### src/rtl/smx_div.sv
// ============================================================================
// smx_div - radix-2 restoring divider, unsigned 32 by 32
// One quotient bit per cycle; done pulses once the last quotient bit is in.
// ============================================================================
module smx_div (
    input  logic        i_clk,
    input  logic        i_rst_n,
    input  logic        i_start,
    input  logic [31:0] i_dividend,
    input  logic [31:0] i_divisor,
    output logic        o_busy,
    output logic        o_done,
    output logic [31:0] o_quot,
    output logic [31:0] o_rem
);

    logic        r_busy;
    logic        r_done;
    logic [4:0]  r_cnt;
    logic [31:0] r_quot;
    logic [31:0] r_rem;
    logic [31:0] r_div;
    logic [32:0] shifted;
    logic [32:0] diff;

    assign shifted = {r_rem, r_quot[31]};
    assign diff    = shifted - {1'b0, r_div};

    always_ff @(posedge i_clk) begin
        if (!i_rst_n) begin
            r_busy <= 1'b0;
            r_done <= 1'b0;
            r_cnt  <= 5'd0;
        end else begin
            r_done <= 1'b0;
            if (i_start && !r_busy) begin
                r_busy <= 1'b1;
                r_cnt  <= 5'd0;
                r_quot <= i_dividend;
                r_rem  <= 32'd0;
                r_div  <= i_divisor;
            end else if (r_busy) begin
                if (!diff[32]) begin
                    r_rem  <= diff[31:0];
                    r_quot <= {r_quot[30:0], 1'b1};
                end else begin
                    r_rem  <= shifted[31:0];
                    r_quot <= {r_quot[30:0], 1'b0};
                end
                r_cnt <= r_cnt + 5'd1;
                if (r_cnt == 5'd31) begin
                    r_busy <= 1'b0;
                    r_done <= 1'b1;
                end
            end
        end
    end

    assign o_busy = r_busy;
    assign o_done = r_done;
    assign o_quot = r_quot;
    assign o_rem  = r_rem;

endmodule

### config.mk
export PLATFORM = sky130hd
export DESIGN_NAME = smx_div
export DESIGN_NICKNAME = d
export VERILOG_FILES = /design/src/rtl/smx_div.sv
export SDC_FILE = /design/constraint.sdc
export NUM_CORES = 1
export LEC_CHECK = 0
export BUFFER_PORTS_ARGS = -buffer_cell sky130_fd_sc_hd__buf_2
export CORE_ASPECT_RATIO = 0.75
export CORE_MARGIN = 1
export CORE_UTILIZATION = 45
export CTS_CLUSTER_DIAMETER = 120
export DETAILED_ROUTE_END_ITERATION = 16
export PLACE_DENSITY = 0.74
export SYNTH_ARGS = -nofsm -noshare
export SYNTH_HDL_FRONTEND = slang
export SYNTH_SLANG_ARGS = --single-unit
### constraint.sdc
create_clock -name i_clk -period 2.6 [get_ports i_clk]
set_input_delay 0.39 -clock i_clk [delete_from_list [all_inputs] [get_ports i_clk]]
set_output_delay 0.39 -clock i_clk [all_outputs]
set_load 0.03 [all_outputs]
# --- After elaboration in Yosys (flattened, before gate mapping) ---
# Cells that the tools add are included.
totals:
  register_bits: 103
  in_bits: 67
  elab_cells: 27
  output_inout_bits: 66
op_classes:
  n_eq_ne: 1
  mux: 9
  n_addsub: 2
  reduce_logical: 7
  bitwise_logic: 2
ops:
  columns: ["cell", "count"]
  rows:
  - ["$mux W32", 4]
  - ["$sub A33 B32 Y33", 1]
  - ["$add A5 B1 Y5 const B", 1]
  - ["$eq A5 B5 Y1 const B", 1]
  - ["$mux W1", 5]
  - ["$reduce_and A2 Y1", 2]
  - ["$reduce_or A3 Y1", 1]
  - ["$not A1 Y1", 2]
  - ["$reduce_bool A2 Y1", 1]
  - ["$reduce_or A2 Y1", 1]
  - ["$logic_and A1 B1 Y1", 1]
  - ["$logic_not A1 Y1", 1]

# --- Logic depth before layout (Yosys ltp) ---
# Gate-level depths: netlist (run 1).
logic_depth:
  depth_word: 4
  depth_mapped: 12
  depth_no_buf: 11

# --- Least setup slack after synthesis (run 1) ---
# Ideal clock, no wire load.
synth_path:
  path_kind: "register to register"
  start: "register r_quot[31] (netlist: o_quot[31])"
  end: "register r_rem[0] (netlist: o_rem[0]), data pin"
  arrival_time_ns: 2.805
  path_buffers: 0
  stages_incl_launch_ff: 12
  slack_ns: -0.467
  setup_ns: 0.262
  required_ns: 2.338
  period_less_slack_ns: 3.067
  path_cell_list: "edfxtp_1 inv_1 ha_1 fa_1 nor2b_1 o31ai_4 a21oi_1 o2111a_1 o2111a_1 nor3_2 nor3_4 mux2_1"
synth_between:
  elab_chain_len: 3
synth_lines:
  columns: ["item", "line", "text"]
  rows:
  - ["start: declaration", "20", "logic [31:0] r_quot;"]
  - ["start signal: assignment", "39", "r_quot <= i_dividend;"]
  - ["start signal: assignment", "45", "r_quot <= {r_quot[30:0], 1'b1};"]
  - ["start signal: assignment", "48", "r_quot <= {r_quot[30:0], 1'b0};"]
  - ["$sub A33 B32 Y33", "27", "assign diff = shifted - {1'b0, r_div};"]
  - ["$mux W32 *", "43", "if (!diff[32]) begin"]
  - ["$mux W32 *", "42", "end else if (r_busy) begin"]
  - ["end signal: assignment", "44", "r_rem <= diff[31:0];"]
  - ["end signal: assignment", "47", "r_rem <= shifted[31:0];"]
  - ["end: declaration", "21", "logic [31:0] r_rem;"]
# Mark *: on every way between the ends. The rest lies on a longest branch, timed or not. The select of a mux whose other input is x is not followed.
# A chain may end at the register's enable or synchronous reset.

# --- Worst setup path after layout (run 1) ---
# Same ends and word-level chain as after synthesis.

==> impl_metrics.yaml, run 1 <==
outcome:
  status: "finished, violations left"
  violations: "DRC, setup timing"
synthesis:
  ys_seq_area_frac: 0.4762
  synth_seq_cells: 103
  synth_most_common_cell: "nand2_1"
  yosys.area_share.adder: 0.07018
  syn-cell-area_sq_mm: 0.006347
  async_flop_share: 0
  synth_edf_count: 96
  yosys-top-cells-count: "165 x nand2_1, 96 x edfxtp_1, 41 x inv_1"
  synthCells: 659
  yosys.area.top_type_share: 0.4542
  yosys.cell_types.count: 59
  synth_top_family_by_area: "simple AND/OR/NAND/NOR gates"
  muxShareOfSynthArea: 0.04632
  yosys.area_share.simple: 0.1904
  synth_area_leader_cell: "edfxtp_1"
  syn_avg_cell_area_sq_um: 9.632
  ys.warnings.count: 0
  synth_xor_area_frac: 0.03174
  synth.net_count: 761
  ys_top_cells_by_area: "edfxtp_1 45%, nand2_1 9.8%, ha_1 6.7%, mux2i_1 4.1%, inv_1 2.4%"
  ys.flop_type: "edfxtp_1"
  synth_compound_area_frac: 0.1394
global_routing:
  grt_pass1_wl_um: 26610
  grt_pass1_vias: 5437
  overflow: 0
  antenna_found_initial: 0
  grt.total_usage: 0.2303
  grt_start_max_net_pins: 40
timing:
  relSlewSlack: 0.6235
  finalCriticalPeriod_ns: 2.947
  hold_viol: 0
  period_share: 1.133
  drv_slew: 0
  setup_viol: 33
  skew_ns: 0.01147
  max_freq_mhz: 339.4
  fin_tns_setup_ns: -9.728
  rsz0062_at_grt: "yes"
  worst_slack_ns: -0.3465
  tightest_slew_ns: 0.5568
worst_hold_path:
  holdCritPathClass: "primary input to register"
clocking:
  cts_buffers: 9
  cts_tree: "yes"
  clk_path_buf_depth: 2
  cts-root-buf: "clkbuf_16"
  htreeDepth: 3
  hold_buffers: 0
  cts.clk_slew.worst_paths_ns: 0.08
  cts.sinks: 103
  worstSkewPairLatency_ns: 0.36
setup_path:
  crit_family: "compound AO/OA/AOI/OAI gates"
  setup.worst_path.end_class: "register"
  rr_endpoint: "o_rem[0]"
  max_stage_delay_ns: 0.41
  startpoint: "o_quot[31]"
  path_cells: "inv_2, ha_4, fa_2, nor2b_4, o31ai_4, a21oi_2, o2111a_1, o2111a_2, o21a_4, nor3_4, buf_12, mux2_4"
  reg2reg_slack_ns: -0.35
  r2r_cells: 12
  cp-start-kind: "register"
  endpoint: "o_rem[0]"
  worstPathRequired_ns: 2.71
  critical_path.max_fanout: 5
  cp_data_arrival_time_ns: 3.05
  critPathSlowestCell: "edfxtp_1"
  crit_type: "register to register"
  path_depth: 12
  crit_buf_inv: 2
  reg2reg_from: "o_quot[31]"
die:
  core_area_sq_mm: 0.01375
  start_util: 0.4616
  rows: 37
  dieArea_sq_mm: 0.01459
  io_pins: 133
  die_w_um: 139.1
  die_h_um: 104.9
final_layout:
  syn2layout_area_growth_pct: 35.68
  instances_no_fill: 1080
  utilization: 0.6264
  final_nets: 1002
  drive_gt1_frac: 0.3492
  diodes: 0
place:
  dp_hpwl_um: 12260
  portBuffers: 132
  finalWeightedCongestion: 0.9117
  placed_cells: 1058
pwr:
  p_per_area_mw_per_mm2: 699.6
  peakVddDrop_mv: 0.3749
  power_w: 0.006025
  leakage_nw: 4.042
route:
  first_iter_violations: 385
  wl_per_cell_um: 15.43
  drt-total-wl_um: 16660
  viasPerCell: 5.231
  num_vias: 5649
  firstDrtPassIters: 12
  drc: 7
  ant_nets: 0
job:
  cap_violations: 0
## layout by cell type (no fill, tap or decap), types with 5 or more instances in the layout
cell type | netlist | layout
o21ai_0 | 24 | 22
edfxtp_1 | 96 | 96
a31oi_1 | 9 | 9
dfxtp_1 | 7 | 7
a21oi_2 | 2 | 6
nor3_1 | 5 | 5
clkbuf_16 | 0 | 9
ha_1 | 34 | 27
nor2b_1 | 9 | 6
mux2i_1 | 26 | 25
nand2b_1 | 7 | 6
ha_4 | 0 | 7
inv_1 | 41 | 40
buf_2 | 4 | 132
o21a_1 | 10 | 8
and3_1 | 7 | 7
xnor2_1 | 17 | 17
a21oi_1 | 28 | 24
buf_4 | 3 | 124
xor2_1 | 6 | 6
a21o_1 | 13 | 13
nand3_1 | 14 | 14
and2_1 | 5 | 5
nand2_1 | 165 | 165
nor2_1 | 23 | 23
nand4_1 | 7 | 7
o31ai_1 | 7 | 5
## what timing repair did
action                     CTS  global route
setup endpoints to repair   33            33
gates resized for setup     18            13
gates cloned                 1             0
buffers inserted             3             2
pin swaps                    3             3
## worst reg2reg max path: cells and delay by family (launching register included)
kind	cells	cell delay [ns]
AOI/OAI and AO/OA	5	1.10
adders and majority gates	2	0.38
buffers and inverters	2	0.27
DFF	1	0.41
muxes	1	0.30
and+or+nand+nor	2	0.24
## cells by family after synthesis
group | Yosys count
buffers and inverters | 73
AND/OR/NAND/NOR | 266
multiplexers | 29
adder cells (fa/ha/maj) | 35
XOR/XNOR | 23
AO/OA/AOI/OAI | 130
flip-flops | 103
## routing by layer
layer	global-route usage	up-vias	share of wire
met5	0	-	0
met4	0.05476	0	0.011
met3	0.04308	20	0.050
met2	0.3633	164	0.45
met1	0.3270	2625	0.49
li1	-	2840	-
## sequential cells by signal, indices dropped and copies added, names as in the netlist
signal / count
o_busy: 1
o_done: 1
o_quot: 32
o_rem: 32
r_cnt: 5
r_div: 32
## how the worst min path moves through the flow
stage             startpoint         end  slack, ns  cells past startpoint
6_report       i_divisor[19]   r_div[19]       0.20                      1
3_5_place_dp       o_quot[5]   o_quot[6]       0.53                      2
4_1_cts         i_divisor[5]    r_div[5]       0.20                      1
5_1_grt         i_divisor[6]    r_div[6]       0.20                      1
2_1_floorplan   i_divisor[0]    r_div[0]       0.49                      0
3_3_place_gp      o_quot[15]  o_quot[16]       0.52                      2
## final cells by class
cell class	count	area, sq um
Timing Repair Buffer	262	1677
Tap cell	175	219.0
Clock inverter	6	67.56
Inverter	41	153.9
Clock buffer	10	229.0
Sequential cell	103	3023
Fill cell	1172	5137
Multi-Input combinational cell	483	3243
## metrics by stage
stage / hold slack, ns / setup WS (ns) / area, sq um
floorplan: 0.4889 / -0.3737 / 6411
global placement: 0.5182 / -0.3181 / 8120
detailed placement: 0.5268 / -0.4246 / 8120
CTS: 0.1963 / -0.3094 / 8524
global route: 0.1959 / -0.4254 / 8612
finish: 0.2031 / -0.3465 / 8612
## report_power, final
part	switching [W]	internal (W)
combinational	0.00137	0.00116
clock	0.000689	0.000678
sequential	0.0000905	0.00203
total	0.00215	0.00387
(Power assumes the default switching activity.)
==> inputs of run 2 (changes only) <==
--- a/config.mk
+++ b/config.mk
@@ -5,6 +5,7 @@
 export SDC_FILE = /design/constraint.sdc
 export NUM_CORES = 1
 export LEC_CHECK = 0
+export ABC_AREA = 1
 export BUFFER_PORTS_ARGS = -buffer_cell sky130_fd_sc_hd__buf_2
 export CORE_ASPECT_RATIO = 0.75
 export CORE_MARGIN = 1
==> impl_metrics.yaml, run 2 <==
synthesis:
  ys_seq_area_frac: 0.4383
  yosys-top-cells-count: "320 x nand2_1, 167 x inv_1, 106 x nor2_1"
  synth_seq_cells: 103
  synthCells: 895
  synth_xor_area_frac: 0.01905
  synth_area_leader_cell: "edfxtp_1"
  yosys.cell_types.count: 34
  ys.warnings.count: 0
  muxShareOfSynthArea: 0.05062
  synth_top_family_by_area: "simple AND/OR/NAND/NOR gates"
  yosys.area_share.simple: 0.2975
  ys.flop_type: "edfxtp_1"
  synth_most_common_cell: "nand2_1"
  yosys.area_share.adder: 0.06459
  synth_compound_area_frac: 0.02504
  yosys.area.top_type_share: 0.4180
  synth.net_count: 997
  syn_avg_cell_area_sq_um: 7.706
  syn-cell-area_sq_mm: 0.006897
  synth_edf_count: 96
  async_flop_share: 0
  ys_top_cells_by_area: "edfxtp_1 42%, nand2_1 17%, inv_1 9.1%, ha_1 6.2%, nor2_1 5.8%"
clocking:
  cts.clk_slew.worst_paths_ns: 0.08
  cts_buffers: 9
  cts-root-buf: "clkbuf_16"
  cts_tree: "yes"
  htreeDepth: 3
  worstSkewPairLatency_ns: 0.36
  hold_buffers: 0
  clk_path_buf_depth: 2
  cts.sinks: 103
route:
  num_vias: 6173
  viasPerCell: 4.923
  wl_per_cell_um: 15.04
  drt-total-wl_um: 18860
  ant_nets: 0
  drc: 0
  firstDrtPassIters: 6
  first_iter_violations: 511
final_layout:
  final_nets: 1151
  drive_gt1_frac: 0.2211
  layout_common_cells: "318 x nand2_1, 167 x inv_1, 132 x buf_2, 104 x nor2_1, 96 x edfxtp_1"
  syn2layout_area_growth_pct: 21.86
  layout_commonest_cell: "nand2_1"
  diodes: 0
  instances_no_fill: 1254
place:
  placed_cells: 1228
  finalWeightedCongestion: 0.9949
  portBuffers: 132
  dp_hpwl_um: 13510
die:
  io_pins: 133
  rows: 38
  core_area_sq_mm: 0.01469
  die_w_um: 145.0
  die_h_um: 109.2
  dieArea_sq_mm: 0.01583
  start_util: 0.4694
timing:
  max_freq_mhz: 397.6
  hold_viol: 0
  period_share: 0.9675
  timing.hold.ws_ns: 0.2002
  drv_slew: 0
  setup_viol: 0
  relSlewSlack: 0.6218
  tightest_slew_ns: 0.5659
  skew_ns: 0.01443
  finalCriticalPeriod_ns: 2.515
setup_path:
  worstPathRequired_ns: 2.71
  cp_data_arrival_time_ns: 2.63
  reg2reg_slack_ns: 0.08
  cp-start-kind: "register"
  setup.worst_path.end_class: "register"
  critical_path.max_fanout: 8
  crit_type: "register to register"
job:
  cap_violations: 0
pwr:
  p_per_area_mw_per_mm2: 828.3
  peakVddDrop_mv: 0.3426
  leakage_nw: 4.386
global_routing:
  grt_pass1_vias: 5731
  grt.total_usage: 0.2299
  overflow: 0
  grt_start_max_net_pins: 66
  grt_pass1_wl_um: 28280
  antenna_found_initial: 0
outcome:
  status: "completed"
worst_hold_path:
  holdCritPathClass: "primary input to register"
run 2: changes by cell type after synthesis, sizes merged, moves of 9 or more:
cell,before,now
nand2,165,332
inv,41,168
nor2,23,109
mux2,3,31
mux2i,26,0
o21ai,25,1
clkbuf,24,2
nand3,14,31
xnor2,17,1
a21o,13,2
nor2b,9,0
o21a,10,1
run 2: final timing paths:
path                 startpoint        end  cells past startpoint
setup / recovery      o_rem[26]  o_rem[17]                     12
hold / removal    i_divisor[26]  r_div[26]                      1
setup reg to reg      o_rem[26]  o_rem[17]                     12
hold reg to reg        r_cnt[4]   r_cnt[4]                      2
run 2: what timing repair did:
action,CTS,global route
resized for setup,2,19
pin swaps,0,4
setup endpoints to repair,17,23
hold endpoints to repair,0,0
buffers inserted,0,4
gates cloned,0,6
run 2: per-stage QoR:
stage | util | cell area, sq um | total power [W] | TNS [ns] | setup WS [ns]
floorplan | - | 6899 | 0.004471 | 0 | 0.07146
global placement | 0.5348 | 7858 | 0.005169 | 0 | 0.07539
detailed placement | 0.5348 | 7858 | 0.005211 | -0.01445 | -0.01135
CTS | 0.5560 | 8168 | 0.006656 | 0 | 0.04278
global route | 0.5720 | 8404 | 0.007407 | -0.1397 | -0.03172
finish | 0.5720 | 8404 | 0.006961 | 0 | 0.08461
run 2: kinds of logic (layout without fill, tap and decap cells):
group                      Yosys count  in the layout
AOI/OAI and AO/OA                   31             31
xor gates and xnor gates            15             15
adders and majority gates           35             35
buffers and inverters              181            334
DFF                                103            103
muxes                               31             31
and+or+nand+nor                    499            505
run 2: worst max-delay path, cell delays in order, from the launching register on:
cell      delay [ns]
edfxtp_1        0.42
ha_1            0.39
a21oi_1         0.26
nand2_1         0.10
nand2_1         0.06
nand2_1         0.10
a21oi_4         0.24
nand3_4         0.19
buf_12          0.19
nand2_8         0.11
nand2_1         0.07
nand2_1         0.06
nor2_1          0.05
run 2: power breakdown:
part	switching [W]	total [W]	internal, W	leakage [nW]
registers	0.000159	0.00228	0.00212	0.973
clock network	0.000700	0.00141	0.000706	0.149
logic	0.00219	0.00328	0.00109	3.26
total	0.00305	0.00696	0.00391	4.39
run 2: layout make-up:
type / count / area (sq um)
fillers: 1335 / 6287
well taps: 200 / 250.2
repair buffers: 150 / 833.3
flip-flops and latches: 103 / 3023
multi-input cells: 617 / 3368
clock buffers: 10 / 239.0
inverters: 168 / 630.6
clock inverters: 6 / 60.06
run 2: layer usage:
| layer | vias up | wire length, um | GRT usage |
|---|---|---|---|
| li1 | 3111 | - | - |
| met1 | 2770 | 9068 | 0.3221 |
| met2 | 268 | 7708 | 0.3585 |
| met3 | 24 | 1829 | 0.05774 |
| met4 | 0 | 255 | 0.04939 |
| met5 | - | 0 | 0 |
==> inputs of run 3 (changes only) <==
--- a/config.mk
+++ b/config.mk
@@ -12,7 +12,7 @@
 export CORE_UTILIZATION = 45
 export CTS_CLUSTER_DIAMETER = 120
 export DETAILED_ROUTE_END_ITERATION = 16
-export PLACE_DENSITY = 0.74
+export PLACE_DENSITY = 0.68
 export SYNTH_ARGS = -nofsm -noshare
 export SYNTH_HDL_FRONTEND = slang
 export SYNTH_SLANG_ARGS = --single-unit
==> impl_metrics.yaml, run 3 (synthesis gave the netlist of run 2 again) <==
clocking:
  worstSkewPairLatency_ns: 0.36
  htreeDepth: 3
  cts_tree: "yes"
  cts.sinks: 103
  clk_path_buf_depth: 2
  hold_buffers: 0
  cts_buffers: 9
  cts-root-buf: "clkbuf_16"
  post_cts_buffers: 0
  cts.clk_slew.worst_paths_ns: 0.08
outcome:
  status: "completed"
global_routing:
  grt_pass1_vias: 5625
  antenna_found_initial: 0
  grt_start_max_net_pins: 58
  grt.total_usage: 0.2294
  grt_pass1_wl_um: 28030
  overflow: 0
route:
  first_iter_violations: 346
  drc: 0
  viasPerCell: 4.858
  num_vias: 6077
  ant_nets: 0
  wl_per_cell_um: 14.69
  drt-total-wl_um: 18380
  firstDrtPassIters: 5
die:
  io_pins: 133
  die_w_um: 145.0
  start_util: 0.4694
  dieArea_sq_mm: 0.01583
  rows: 38
  core_area_sq_mm: 0.01469
  die_h_um: 109.2
timing:
  rsz0062_at_grt: "no"
  max_freq_mhz: 404.8
  relSlewSlack: 0.6915
  skew_ns: 0.01053
  tightest_slew_ns: 0.4628
  setup_viol: 0
  hold_viol: 0
  period_share: 0.9501
  finalCriticalPeriod_ns: 2.470
  worst_slack_ns: 0.1296
  drv_slew: 0
job:
  cap_violations: 0
final_layout:
  layout_common_cells: "317 x nand2_1, 166 x inv_1, 132 x buf_2, 105 x nor2_1, 96 x edfxtp_1"
  diodes: 0
  nFillCells: 1360
  layout_commonest_cell: "nand2_1"
  final_nets: 1148
  drive_gt1_frac: 0.2188
  syn2layout_area_growth_pct: 21.30
place:
  portBuffers: 132
  finalWeightedCongestion: 0.9012
  dp_hpwl_um: 13360
  place_ws_ns: -0.05113
worst_hold_path:
  holdCritPathClass: "primary input to register"
setup_path:
  cp_data_arrival_time_ns: 2.59
  crit_type: "register to register"
  critical_path.max_fanout: 5
  worstPathRequired_ns: 2.72
  cp-start-kind: "register"
  setup.worst_path.end_class: "register"
pwr:
  leakage_nw: 4.365
  peakVddDrop_mv: 0.3734
  power_w: 0.006857
  p_per_area_mw_per_mm2: 819.7
## run 3: critical path, stage by stage (launching register included)
cell	delay, ns
edfxtp_1	0.36
inv_1	0.05
ha_1	0.22
fa_2	0.38
inv_2	0.09
nand2_1	0.06
nand2_2	0.09
nand3_2	0.07
nand2_2	0.08
nand2_2	0.05
nand2_2	0.09
nand2_4	0.09
nand2_4	0.14
nand2_8	0.13
nand2_4	0.16
nand2_1	0.07
nand2_1	0.06
nor2_1	0.04
## run 3: final timing paths
path,startpoint,endpoint,slack (ns),depth (start not counted)
worst min register to register,r_cnt[4],r_cnt[4],0.48,2
worst min-delay path,i_divisor[13],r_div[13],0.20,1
worst max-delay path,o_quot[31],o_rem[18],0.13,17
worst max register to register,o_quot[31],o_rem[18],0.13,17
## run 3: what timing repair did
action | in CTS | in global routing
pin swaps | 0 | 6
resized for setup | 1 | 20
gates cloned | 0 | 6
endpoints found under the setup margin | 18 | 32
hold endpoints to repair | 0 | 0
## run 3: final cells by class
type | count | area [sq um] | area share
Tap cell | 200 | 250.2 | 0.02991
Sequential cell | 103 | 3023 | 0.3614
Clock inverter | 6 | 60.06 | 0.007179
Multi-Input combinational cell | 617 | 3362 | 0.4019
Inverter | 168 | 630.6 | 0.07538
Clock buffer | 10 | 229.0 | 0.02737
Timing Repair Buffer | 147 | 810.8 | 0.09692
## run 3: per-layer routing
metal / track usage / part of all wire / vias to the layer above
li1: - / - / 3093
met3: 0.05690 / 0.084 / 20
met1: 0.3199 / 0.49 / 2744
met2: 0.3506 / 0.41 / 220
met5: 0 / 0 / -
met4: 0.07067 / 0.015 / 0
## run 3: where the power goes
group          internal (W)  leakage (nW)  total, W  switching [W]
Sequential          0.00212         0.973   0.00228       0.000157
Combinational       0.00106          3.25   0.00322        0.00216
Clock              0.000678         0.143   0.00136       0.000681
Total               0.00386          4.36   0.00686        0.00300
## run 3: stage by stage
stage               hold slack, ns  cell area (sq um)  std cells  utilization  setup TNS [ns]
CTS                         0.1850               8175       1245       0.5565               0
global placement            0.4594               7878       1229       0.5362               0
global route                0.1901               8366       1251       0.5694               0
finish                      0.1962               8366       1251       0.5694               0
floorplan                   0.4449               6899        895            -               0
detailed placement          0.4657               7878       1229       0.5362         -0.2520
